<file path="src/rtl/aaie_pkg.sv">
// shared types and constants for the accumulator alu instruction core
// no dependencies
`default_nettype none

package aaie_pkg;

  localparam int QUEUE_DEPTH = 2;

  localparam int CFG_IDX_W = 3;
  localparam int CFG_DATA_W = 16;

  localparam logic [CFG_IDX_W-1:0] CFG_START_PC    = 3'd0;
  localparam logic [CFG_IDX_W-1:0] CFG_START_ACC   = 3'd1;
  localparam logic [CFG_IDX_W-1:0] CFG_START_BC    = 3'd2;
  localparam logic [CFG_IDX_W-1:0] CFG_START_DE    = 3'd3;
  localparam logic [CFG_IDX_W-1:0] CFG_START_HL    = 3'd4;
  localparam logic [CFG_IDX_W-1:0] CFG_START_FLAGS = 3'd5;

  localparam logic [7:0] OP_NOP    = 8'h00;
  localparam logic [7:0] OP_LXI_B  = 8'h01;
  localparam logic [7:0] OP_ALU_LO = 8'h80;
  localparam logic [7:0] OP_ALU_HI = 8'hA7;

  localparam int FLAG_Z_BIT  = 0;
  localparam int FLAG_S_BIT  = 1;
  localparam int FLAG_P_BIT  = 2;
  localparam int FLAG_CY_BIT = 3;

  typedef struct packed {
    logic [7:0] opcode;
    logic [7:0] imm_low;
    logic [7:0] imm_high;
    logic [7:0] mem_at_hl;
  } in_t;

  typedef struct packed {
    logic [15:0] next_pc;
    logic [7:0]  acc_out;
    logic [15:0] bc_out;
    logic [15:0] hl_addr;
    logic        zero_flag;
    logic        sign_flag;
    logic        parity_flag;
    logic        carry_flag;
    logic        halted;
  } out_t;

  typedef enum logic [1:0] {
    KIND_NOP,
    KIND_LXI,
    KIND_ALU,
    KIND_ILLEGAL
  } kind_t;

  typedef enum logic [2:0] {
    ALU_ADD,
    ALU_ADC,
    ALU_SUB,
    ALU_SBB,
    ALU_ANA
  } alu_op_t;

  typedef enum logic [2:0] {
    SRC_B,
    SRC_C,
    SRC_D,
    SRC_E,
    SRC_H,
    SRC_L,
    SRC_M,
    SRC_A
  } src_t;

  typedef struct packed {
    kind_t      kind;
    alu_op_t    alu_op;
    src_t       src;
    logic [7:0] imm_low;
    logic [7:0] imm_high;
    logic [7:0] mem;
  } dec_t;

  typedef struct packed {
    logic                  wr;
    logic [CFG_IDX_W-1:0]  idx;
    logic [CFG_DATA_W-1:0] data;
  } cfg_wr_t;

endpackage

`default_nettype wire

</file>
<file path="src/rtl/aaie_front.sv">
// front end: classifies an incoming instruction word into a decoded word
// depends on aaie_pkg
`default_nettype none

module aaie_front (
  input  wire aaie_pkg::in_t  in_word,
  output aaie_pkg::dec_t      dec_word
);

  always_comb begin
    dec_word.kind     = aaie_pkg::KIND_ILLEGAL;
    dec_word.alu_op   = aaie_pkg::ALU_ANA;
    dec_word.src      = aaie_pkg::src_t'(in_word.opcode[2:0]);
    dec_word.imm_low  = in_word.imm_low;
    dec_word.imm_high = in_word.imm_high;
    dec_word.mem      = in_word.mem_at_hl;
    if (in_word.opcode == aaie_pkg::OP_NOP) begin
      dec_word.kind = aaie_pkg::KIND_NOP;
    end else if (in_word.opcode == aaie_pkg::OP_LXI_B) begin
      dec_word.kind = aaie_pkg::KIND_LXI;
    end else if (in_word.opcode inside {[aaie_pkg::OP_ALU_LO:aaie_pkg::OP_ALU_HI]}) begin
      dec_word.kind = aaie_pkg::KIND_ALU;
      case (in_word.opcode[5:3])
        3'd0: dec_word.alu_op = aaie_pkg::ALU_ADD;
        3'd1: dec_word.alu_op = aaie_pkg::ALU_ADC;
        3'd2: dec_word.alu_op = aaie_pkg::ALU_SUB;
        3'd3: dec_word.alu_op = aaie_pkg::ALU_SBB;
        default: dec_word.alu_op = aaie_pkg::ALU_ANA;
      endcase
    end
  end

endmodule

`default_nettype wire

</file>
<file path="src/rtl/aaie_queue.sv">
// small fifo of decoded words between front and back end
// depends on aaie_pkg
`default_nettype none

module aaie_queue #(
  parameter int DEPTH = aaie_pkg::QUEUE_DEPTH
) (
  input  wire logic           clk,
  input  wire logic           rst_n,
  input  wire logic           push,
  input  wire aaie_pkg::dec_t push_word,
  output logic                full,
  input  wire logic           pop,
  output logic                not_empty,
  output aaie_pkg::dec_t      pop_word
);

  localparam int PTR_W = (DEPTH > 1) ? $clog2(DEPTH) : 1;
  localparam int CNT_W = $clog2(DEPTH + 1);
  localparam logic [PTR_W-1:0] LAST = PTR_W'(DEPTH - 1);
  localparam logic [CNT_W-1:0] FULL_CNT = CNT_W'(DEPTH);

  aaie_pkg::dec_t           slot_r [DEPTH];
  logic [PTR_W-1:0]         wr_ptr_r, wr_ptr_nxt;
  logic [PTR_W-1:0]         rd_ptr_r, rd_ptr_nxt;
  logic [CNT_W-1:0]         count_r, count_nxt;

  assign full      = (count_r == FULL_CNT);
  assign not_empty = (count_r != '0);
  assign pop_word  = slot_r[rd_ptr_r];

  always_comb begin
    wr_ptr_nxt = wr_ptr_r;
    rd_ptr_nxt = rd_ptr_r;
    count_nxt  = count_r;
    if (push) begin
      wr_ptr_nxt = (wr_ptr_r == LAST) ? '0 : wr_ptr_r + 1'b1;
    end
    if (pop) begin
      rd_ptr_nxt = (rd_ptr_r == LAST) ? '0 : rd_ptr_r + 1'b1;
    end
    if (push && !pop) begin
      count_nxt = count_r + 1'b1;
    end else if (pop && !push) begin
      count_nxt = count_r - 1'b1;
    end
  end

  always_ff @(posedge clk) begin
    if (!rst_n) begin
      wr_ptr_r <= '0;
      rd_ptr_r <= '0;
      count_r  <= '0;
    end else begin
      wr_ptr_r <= wr_ptr_nxt;
      rd_ptr_r <= rd_ptr_nxt;
      count_r  <= count_nxt;
    end
  end

  always_ff @(posedge clk) begin
    if (push) begin
      slot_r[wr_ptr_r] <= push_word;
    end
  end

endmodule

`default_nettype wire

</file>
<file path="src/rtl/aaie_back.sv">
// back end: register file, alu, flags, halt, start registers and result register
// depends on aaie_pkg
`default_nettype none

module aaie_back (
  input  wire logic              clk,
  input  wire logic              rst_n,
  input  wire aaie_pkg::cfg_wr_t cfg_wr,
  input  wire logic              q_not_empty,
  input  wire aaie_pkg::dec_t    q_word,
  output logic                   q_pop,
  output logic                   out_valid,
  input  wire logic              out_ready,
  output aaie_pkg::out_t         out_data
);

  logic [15:0] cfg_pc_r, cfg_bc_r, cfg_de_r, cfg_hl_r;
  logic [7:0]  cfg_acc_r;
  logic [3:0]  cfg_flags_r;
  logic [15:0] cfg_pc_nxt, cfg_bc_nxt, cfg_de_nxt, cfg_hl_nxt;
  logic [7:0]  cfg_acc_nxt;
  logic [3:0]  cfg_flags_nxt;
  logic        cfg_hit;

  logic [15:0] pc_r, pc_nxt;
  logic [7:0]  acc_r, acc_nxt;
  logic [7:0]  b_r, b_nxt, c_r, c_nxt, d_r, e_r, h_r, l_r;
  logic [3:0]  flags_r, flags_nxt;
  logic        halt_r, halt_nxt;

  logic        out_valid_r;
  aaie_pkg::out_t out_data_r, out_data_nxt;

  logic [7:0]  src_val;
  logic [8:0]  alu_res;
  logic        cy_in;

  assign q_pop     = q_not_empty && (!out_valid_r || out_ready);
  assign out_valid = out_valid_r;
  assign out_data  = out_data_r;
  assign cy_in     = flags_r[aaie_pkg::FLAG_CY_BIT];

  always_comb begin
    cfg_pc_nxt    = cfg_pc_r;
    cfg_acc_nxt   = cfg_acc_r;
    cfg_bc_nxt    = cfg_bc_r;
    cfg_de_nxt    = cfg_de_r;
    cfg_hl_nxt    = cfg_hl_r;
    cfg_flags_nxt = cfg_flags_r;
    cfg_hit       = 1'b0;
    if (cfg_wr.wr) begin
      case (cfg_wr.idx)
        aaie_pkg::CFG_START_PC: begin
          cfg_pc_nxt = cfg_wr.data;
          cfg_hit    = 1'b1;
        end
        aaie_pkg::CFG_START_ACC: begin
          cfg_acc_nxt = cfg_wr.data[7:0];
          cfg_hit     = 1'b1;
        end
        aaie_pkg::CFG_START_BC: begin
          cfg_bc_nxt = cfg_wr.data;
          cfg_hit    = 1'b1;
        end
        aaie_pkg::CFG_START_DE: begin
          cfg_de_nxt = cfg_wr.data;
          cfg_hit    = 1'b1;
        end
        aaie_pkg::CFG_START_HL: begin
          cfg_hl_nxt = cfg_wr.data;
          cfg_hit    = 1'b1;
        end
        aaie_pkg::CFG_START_FLAGS: begin
          cfg_flags_nxt = cfg_wr.data[3:0];
          cfg_hit       = 1'b1;
        end
        default: cfg_hit = 1'b0;
      endcase
    end
  end

  always_comb begin
    case (q_word.src)
      aaie_pkg::SRC_B: src_val = b_r;
      aaie_pkg::SRC_C: src_val = c_r;
      aaie_pkg::SRC_D: src_val = d_r;
      aaie_pkg::SRC_E: src_val = e_r;
      aaie_pkg::SRC_H: src_val = h_r;
      aaie_pkg::SRC_L: src_val = l_r;
      aaie_pkg::SRC_M: src_val = q_word.mem;
      default:         src_val = acc_r;
    endcase
    case (q_word.alu_op)
      aaie_pkg::ALU_ADD: alu_res = {1'b0, acc_r} + {1'b0, src_val};
      aaie_pkg::ALU_ADC: alu_res = {1'b0, acc_r} + {1'b0, src_val} + {8'd0, cy_in};
      aaie_pkg::ALU_SUB: alu_res = {1'b0, acc_r} - {1'b0, src_val};
      aaie_pkg::ALU_SBB: alu_res = {1'b0, acc_r} - {1'b0, src_val} - {8'd0, cy_in};
      default:           alu_res = {1'b0, acc_r & src_val};
    endcase
  end

  always_comb begin
    pc_nxt    = pc_r;
    acc_nxt   = acc_r;
    b_nxt     = b_r;
    c_nxt     = c_r;
    flags_nxt = flags_r;
    halt_nxt  = halt_r;
    if (!halt_r) begin
      case (q_word.kind)
        aaie_pkg::KIND_NOP: pc_nxt = pc_r + 16'd1;
        aaie_pkg::KIND_LXI: begin
          b_nxt  = q_word.imm_high;
          c_nxt  = q_word.imm_low;
          pc_nxt = pc_r + 16'd3;
        end
        aaie_pkg::KIND_ALU: begin
          acc_nxt                           = alu_res[7:0];
          flags_nxt[aaie_pkg::FLAG_Z_BIT]  = (alu_res[7:0] == 8'd0);
          flags_nxt[aaie_pkg::FLAG_S_BIT]  = alu_res[7];
          flags_nxt[aaie_pkg::FLAG_P_BIT]  = ~^alu_res[7:0];
          flags_nxt[aaie_pkg::FLAG_CY_BIT] =
            (q_word.alu_op == aaie_pkg::ALU_ANA) ? 1'b0 : alu_res[8];
          pc_nxt                            = pc_r + 16'd1;
        end
        default: halt_nxt = 1'b1;
      endcase
    end
    out_data_nxt.next_pc     = pc_nxt;
    out_data_nxt.acc_out     = acc_nxt;
    out_data_nxt.bc_out      = {b_nxt, c_nxt};
    out_data_nxt.hl_addr     = {h_r, l_r};
    out_data_nxt.zero_flag   = flags_nxt[aaie_pkg::FLAG_Z_BIT];
    out_data_nxt.sign_flag   = flags_nxt[aaie_pkg::FLAG_S_BIT];
    out_data_nxt.parity_flag = flags_nxt[aaie_pkg::FLAG_P_BIT];
    out_data_nxt.carry_flag  = flags_nxt[aaie_pkg::FLAG_CY_BIT];
    out_data_nxt.halted      = halt_nxt;
  end

  always_ff @(posedge clk) begin
    if (!rst_n) begin
      cfg_pc_r    <= '0;
      cfg_acc_r   <= '0;
      cfg_bc_r    <= '0;
      cfg_de_r    <= '0;
      cfg_hl_r    <= '0;
      cfg_flags_r <= '0;
      pc_r        <= '0;
      acc_r       <= '0;
      b_r         <= '0;
      c_r         <= '0;
      d_r         <= '0;
      e_r         <= '0;
      h_r         <= '0;
      l_r         <= '0;
      flags_r     <= '0;
      halt_r      <= 1'b0;
      out_valid_r <= 1'b0;
    end else begin
      cfg_pc_r    <= cfg_pc_nxt;
      cfg_acc_r   <= cfg_acc_nxt;
      cfg_bc_r    <= cfg_bc_nxt;
      cfg_de_r    <= cfg_de_nxt;
      cfg_hl_r    <= cfg_hl_nxt;
      cfg_flags_r <= cfg_flags_nxt;
      if (cfg_hit) begin
        pc_r    <= cfg_pc_nxt;
        acc_r   <= cfg_acc_nxt;
        b_r     <= cfg_bc_nxt[15:8];
        c_r     <= cfg_bc_nxt[7:0];
        d_r     <= cfg_de_nxt[15:8];
        e_r     <= cfg_de_nxt[7:0];
        h_r     <= cfg_hl_nxt[15:8];
        l_r     <= cfg_hl_nxt[7:0];
        flags_r <= cfg_flags_nxt;
      end else if (q_pop) begin
        pc_r    <= pc_nxt;
        acc_r   <= acc_nxt;
        b_r     <= b_nxt;
        c_r     <= c_nxt;
        flags_r <= flags_nxt;
        halt_r  <= halt_nxt;
      end
      if (q_pop) begin
        out_valid_r <= 1'b1;
      end else if (out_ready) begin
        out_valid_r <= 1'b0;
      end
    end
  end

  always_ff @(posedge clk) begin
    if (q_pop) begin
      out_data_r <= out_data_nxt;
    end
  end

endmodule

`default_nettype wire

</file>
<file path="src/rtl/accumulator_alu_instruction_exec_core.sv">
// One instruction word is taken per cycle while the queue has room, and one
// result word comes back for each, in order, with the register state after
// that instruction. A word passes the decoder into a short queue, then the
// execute stage updates the accumulator, registers and flags and loads the
// result register. One word per cycle is sustained while results are taken,
// bounded by the single execute stage that reads and writes the register
// file each cycle. The queue absorbs stalls on the result side so the input
// keeps flowing until it fills. Configuration writes are taken in any cycle
// and reload the working registers from the start values; the halt flag survives them.
// depends on aaie_pkg, aaie_front, aaie_queue, aaie_back
`default_nettype none

module accumulator_alu_instruction_exec_core #(
  parameter int QUEUE_DEPTH = aaie_pkg::QUEUE_DEPTH
) (
  input  wire logic                            clk,
  input  wire logic                            rst_n,
  input  wire logic                            in_valid,
  output logic                                 in_ready,
  input  wire aaie_pkg::in_t                   in_data,
  output logic                                 out_valid,
  input  wire logic                            out_ready,
  output aaie_pkg::out_t                       out_data,
  input  wire logic                            cfg_valid,
  output logic                                 cfg_ready,
  input  wire logic [aaie_pkg::CFG_IDX_W-1:0]  cfg_index,
  input  wire logic [aaie_pkg::CFG_DATA_W-1:0] cfg_data
);

  aaie_pkg::dec_t    dec_word;
  aaie_pkg::dec_t    q_word;
  aaie_pkg::cfg_wr_t cfg_wr;
  logic              q_full;
  logic              q_not_empty;
  logic              q_pop;

  assign in_ready    = !q_full;
  assign cfg_ready   = 1'b1;
  assign cfg_wr.wr   = cfg_valid;
  assign cfg_wr.idx  = cfg_index;
  assign cfg_wr.data = cfg_data;

  aaie_front u_front (
    .in_word  (in_data),
    .dec_word (dec_word)
  );

  aaie_queue #(
    .DEPTH (QUEUE_DEPTH)
  ) u_queue (
    .clk       (clk),
    .rst_n     (rst_n),
    .push      (in_valid && !q_full),
    .push_word (dec_word),
    .full      (q_full),
    .pop       (q_pop),
    .not_empty (q_not_empty),
    .pop_word  (q_word)
  );

  aaie_back u_back (
    .clk         (clk),
    .rst_n       (rst_n),
    .cfg_wr      (cfg_wr),
    .q_not_empty (q_not_empty),
    .q_word      (q_word),
    .q_pop       (q_pop),
    .out_valid   (out_valid),
    .out_ready   (out_ready),
    .out_data    (out_data)
  );

endmodule

`default_nettype wire

</file>
<file path="config.mk">
export PLATFORM = sky130hd
export DESIGN_NAME = accumulator_alu_instruction_exec_core
export DESIGN_NICKNAME = d
export VERILOG_FILES = /design/src/rtl/aaie_pkg.sv /design/src/rtl/aaie_front.sv /design/src/rtl/aaie_queue.sv /design/src/rtl/aaie_back.sv /design/src/rtl/accumulator_alu_instruction_exec_core.sv
export SDC_FILE = /design/constraint.sdc
export NUM_CORES = 1
export LEC_CHECK = 0
export BUFFER_PORTS_ARGS = -buffer_cell sky130_fd_sc_hd__buf_4
export CAP_MARGIN = 40
export CORE_UTILIZATION = 35
export DETAILED_ROUTE_END_ITERATION = 10
export MAX_ROUTING_LAYER = met4
export PLACE_DENSITY = 0.5
export SLEW_MARGIN = 0
export SYNTH_ARGS = -nofsm -noshare
export SYNTH_HDL_FRONTEND = slang
export SYNTH_SLANG_ARGS = --single-unit
</file>
<file path="constraint.sdc">
create_clock -name clk -period 9.1 [get_ports clk]
set_input_delay 1.365 -clock clk [delete_from_list [all_inputs] [get_ports clk]]
set_output_delay 1.365 -clock clk [all_outputs]
set_load 0.02 [all_outputs]
</file>
==> results by group <==
Drt
  – Post-DR vias/cell: a little over 5
  – DRT Wirelength: ~36 mm
  – DR WL/cell: just over 20 µm
  – DRC viols: 0
  – First DRT Iteration DRCs: ~520
  – Vias: a little over 9000
  – Drt pass-1 iters: 4
  – Detail Route Antenna Nets: 0

CTS
  – Clock Root Buffer: clkbuf_16
  – CTS Buffer Depth: 3
  – Total CTS buffers: 34
  – CTS Sinks: 284
  – Hold_buf cts: 0
  – H-Tree Depth: 2
  – Post_cts resized: 0
  – Post-CTS Setup Bufs: 0
  – CTS tree: built
  – Clk slew on worst S/H paths: 0.06 ns
  – Clk_lat worst skew: 0.53 ns

Floorplan
  – Die Height: between 150 and 200 µm
  – Die width: around 190 µm
  – Row cnt: 69
  – IO Pins: 120
  – Starting density of the core: 35.9%
  – Die area: 37600 µm²
  – Core region area: approximately 36000 µm²

Cells and area
  – Layout Utilization: 42.9%
  – Nets: ~1400
  – Synth-to-Final Area Change: 19.3%
  – Register area: approximately 6900 µm²
  – Multi-input gate area: ~5700 µm²
  – Ant diodes: 0
  – Layout cells sized above 1: between 10% and 20%
  – Cell area after layout: 15400 µm²
  – # fillers: 3505

Power and ir drop
  – Int Power: ~0.0029 W
  – Post-layout power: between 0.004 and 0.005 W
  – Leak: between 6 and 7 nW
  – Switching share of power: 34.6%
  – Clock share of power: ~29%
  – Sw Pwr: about 0.0016 W
  – Peak supply drop: 150 µV
  – Power Density: 292 nW/µm²
  – Reg power frac: a little under two fifths
  – Comb power frac: about a third

GRT
  – First-pass GRT wire length: approximately 55 mm
  – Total congestion overflow: 0
  – Largest net degree at the start of global routing: 99
  – Vias in the first global route: 9000
  – Initial antenna violation count: 1
  – Tot GR Track Use: between 10% and 20%

Setup path
  – Required @ worst endpoint: around 9.6 ns
  – Reg2reg setup slack: around 3.1 ns
  – Worst R2R Path Depth: 23
  – Critical Path Fanout Max: 23
  – Critical path startpoint category: flip-flop
  – Critical Path AT: between 6 and 7 ns
  – Setup Crit Path Kind: reg -> reg
  – Setup crit end kind: flip-flop

Hold path
  – HP Class: reg -> reg
  – Hold path cells: 2

Synth
  – Netlist cell types: slightly below 70
  – Post-synth top area share: 29.1%
  – Count leader, synth: dfxtp_1
  – Syn Nets: 1266
  – Seq cells post-synth: ~280
  – Synthesized area per cell: 10.9 µm²
  – Commonest register cell after synthesis: dfxtp_1
  – Count of warnings emitted by yosys: 0
  – Area leader, netlist: edfxtp_1
  – Synthesized area: 12900 µm²
  – Seq/Total Area, Yosys: 53.8%
  – Top cells by count, synth: dfxtp_1 (159), nand2_1 (131), edfxtp_1 (125), mux2i_1 (118), nor2b_1 (81)
  – Synth top area cells: edfxtp_1 (29%), dfxtp_1 (25%), mux2i_1 (9.2%)
  – Cell count after synthesis: approximately 1200
  – Post-synth EDFFs: roughly 130
  – Ys async rst share: 0%

Placed design
  – Placer Congestion: roughly 0.89
  – Port Buffer Count: approximately 120
  – DP Area: ~14000 µm²
  – Detailed placement HPWL: 25.3 mm

STA
  – Setup TNS Final: 0 ns
  – Period utilization: about two thirds
  – Max Freq: between 150 and 200 MHz
  – Endpoints failing hold: 0
  – RSZ-0062 raised after global routing: no
  – Worst Max-Slew Pin Slew: about 0.89 ns
  – Setup Viol. Count Final: 0
  – Min Tclk post-route: 5.97 ns
  – Setup Skew: about 0.024 ns
  – Final Max Slew Viols: 0
  – Slew HR: 40.9%

Outcome
  – Outcome: finished, final reports clean

Job
  – Maxcap violations: 0
## through the flow
stage / worst slack (ns) / hold WS, ns / instances
floorplan: 3.50 / 0.426 / 1180
global placement: 3.06 / 0.454 / 1704
detailed placement: 3.18 / 0.470 / 1711
CTS: 3.16 / 0.481 / 1772
global route: 2.62 / 0.493 / 1772
finish: 3.13 / 0.482 / 1772
## state kept, by name (all words and copies together), names as in the netlist, 2 cells and up, named ones only
register / count
u_back.out_data: 61
u_back.c_r: 8
u_back.acc_r: 8
u_back.cfg_flags_r: 4
u_back.cfg_pc_r: 16
u_back.cfg_de_r: 16
u_back.cfg_acc_r: 8
u_back.d_r: 8
u_back.e_r: 8
u_queue.count_r: 2
u_back.pc_r: 16
u_back.b_r: 8
u_back.cfg_hl_r: 16
u_queue.slot_r: 64
u_back.flags_r: 4
u_back.cfg_bc_r: 16
u_back.h_r: 8
u_back.l_r: 8
## per-layer routing
layer | vias to the layer above | global-route usage (%) | share of wire, % | routed length [µm]
met3 | 40 | 2.96 | 3.8 | 1380
met2 | 179 | 31.5 | 47 | 17100
met5 | - | - | 0 | 0
li1 | 4475 | - | - | -
met4 | 0 | 4.91 | 1.8 | 664
met1 | 4444 | 26.1 | 47 | 16800
## critical path: stages (launching register included)
cell and delay, ns:
dfxtp_2 0.66, mux2_2 0.52, nand2_1 0.11, a21oi_1 0.16, a31oi_1 0.06, nor2_1 0.11, a221oi_1 0.06, a31oi_1 0.47
inv_1 0.10, ha_1 0.30, nor2b_1 0.13, o2111a_1 0.27, or4_4 0.45, a2111oi_4 0.43, xnor2_1 0.11, a222oi_1 0.60
ha_1 0.35, xnor2_1 0.17, xnor2_1 0.13, mux2_2 0.17, nor2_1 0.03, or3_1 0.31, o21ai_0 0.06, and2_1 0.13
## power by group through the flow
stage                     clock, W  combinational (W)  sequential (W)
after floorplan                  0           0.000846         0.00186
after global placement           0            0.00148         0.00173
after detailed placement         0            0.00150         0.00173
after CTS                  0.00135            0.00150         0.00171
after global routing       0.00139            0.00163         0.00173
final                      0.00131            0.00149         0.00170
## worst paths after layout
path | to | start
max | u_back.flags_r[2]$_SDFFE_PN0P_ | flip-flop
min | u_back.flags_r[1]$_SDFFE_PN0P_ | u_back.flags_r[1]$_SDFFE_PN0P_
max reg2reg | u_back.flags_r[2]$_SDFFE_PN0P_ | flip-flop
min reg2reg | u_back.flags_r[1]$_SDFFE_PN0P_ | u_back.flags_r[1]$_SDFFE_PN0P_
## cell families (layout without fill, tap and decap cells)
family / after synthesis / in the layout / synth area share (%)
xor gates and xnor gates: 49 / 49 / 3.33
and+or+nand+nor: 385 / 385 / 14.8
other: 1 / 1 / 0.0291
muxes: 127 / 127 / 9.94
AOI/OAI and AO/OA: 215 / 215 / 12.4
adders and majority gates: 30 / 30 / 3.08
DFF: 284 / 284 / 53.8
buffers and inverters: 89 / 220 / 2.68
## cell usage in the layout (no fill, tap or decap), types with 5 or more instances in the layout
cell and n:
nor2b_1 80, dfxtp_1 158, and3_1 13, o211a_1 42, nand2b_1 7, nand3_1 29
clkbuf_16 36, and2_1 10, ha_1 27, mux2i_1 117, xor2_1 21, o21a_1 7
nand2_1 131, edfxtp_1 125, a21o_1 5, nor3_1 13, o21ai_0 32, a21oi_1 52
buf_4 130, or3_1 6, nor2_1 64, a222oi_1 5, nand4_1 6, o311a_1 6
a22oi_1 7, o32a_1 6, inv_1 21, xnor2_1 28, mux2_2 9, clkbuf_1 13
clkinv_2 6, o2bb2ai_1 9
## area by class of cell
type / count / area share (%)
Tap cell: 461 / 3.75
Clock inverter: 11 / 0.666
Clock buffer: 50 / 6.26
Multi-Input combinational cell: 807 / 36.7
Sequential cell: 284 / 45.0
Inverter: 22 / 0.552
Timing Repair Buffer: 137 / 7.01
Power figures use the tool's default switching activity.
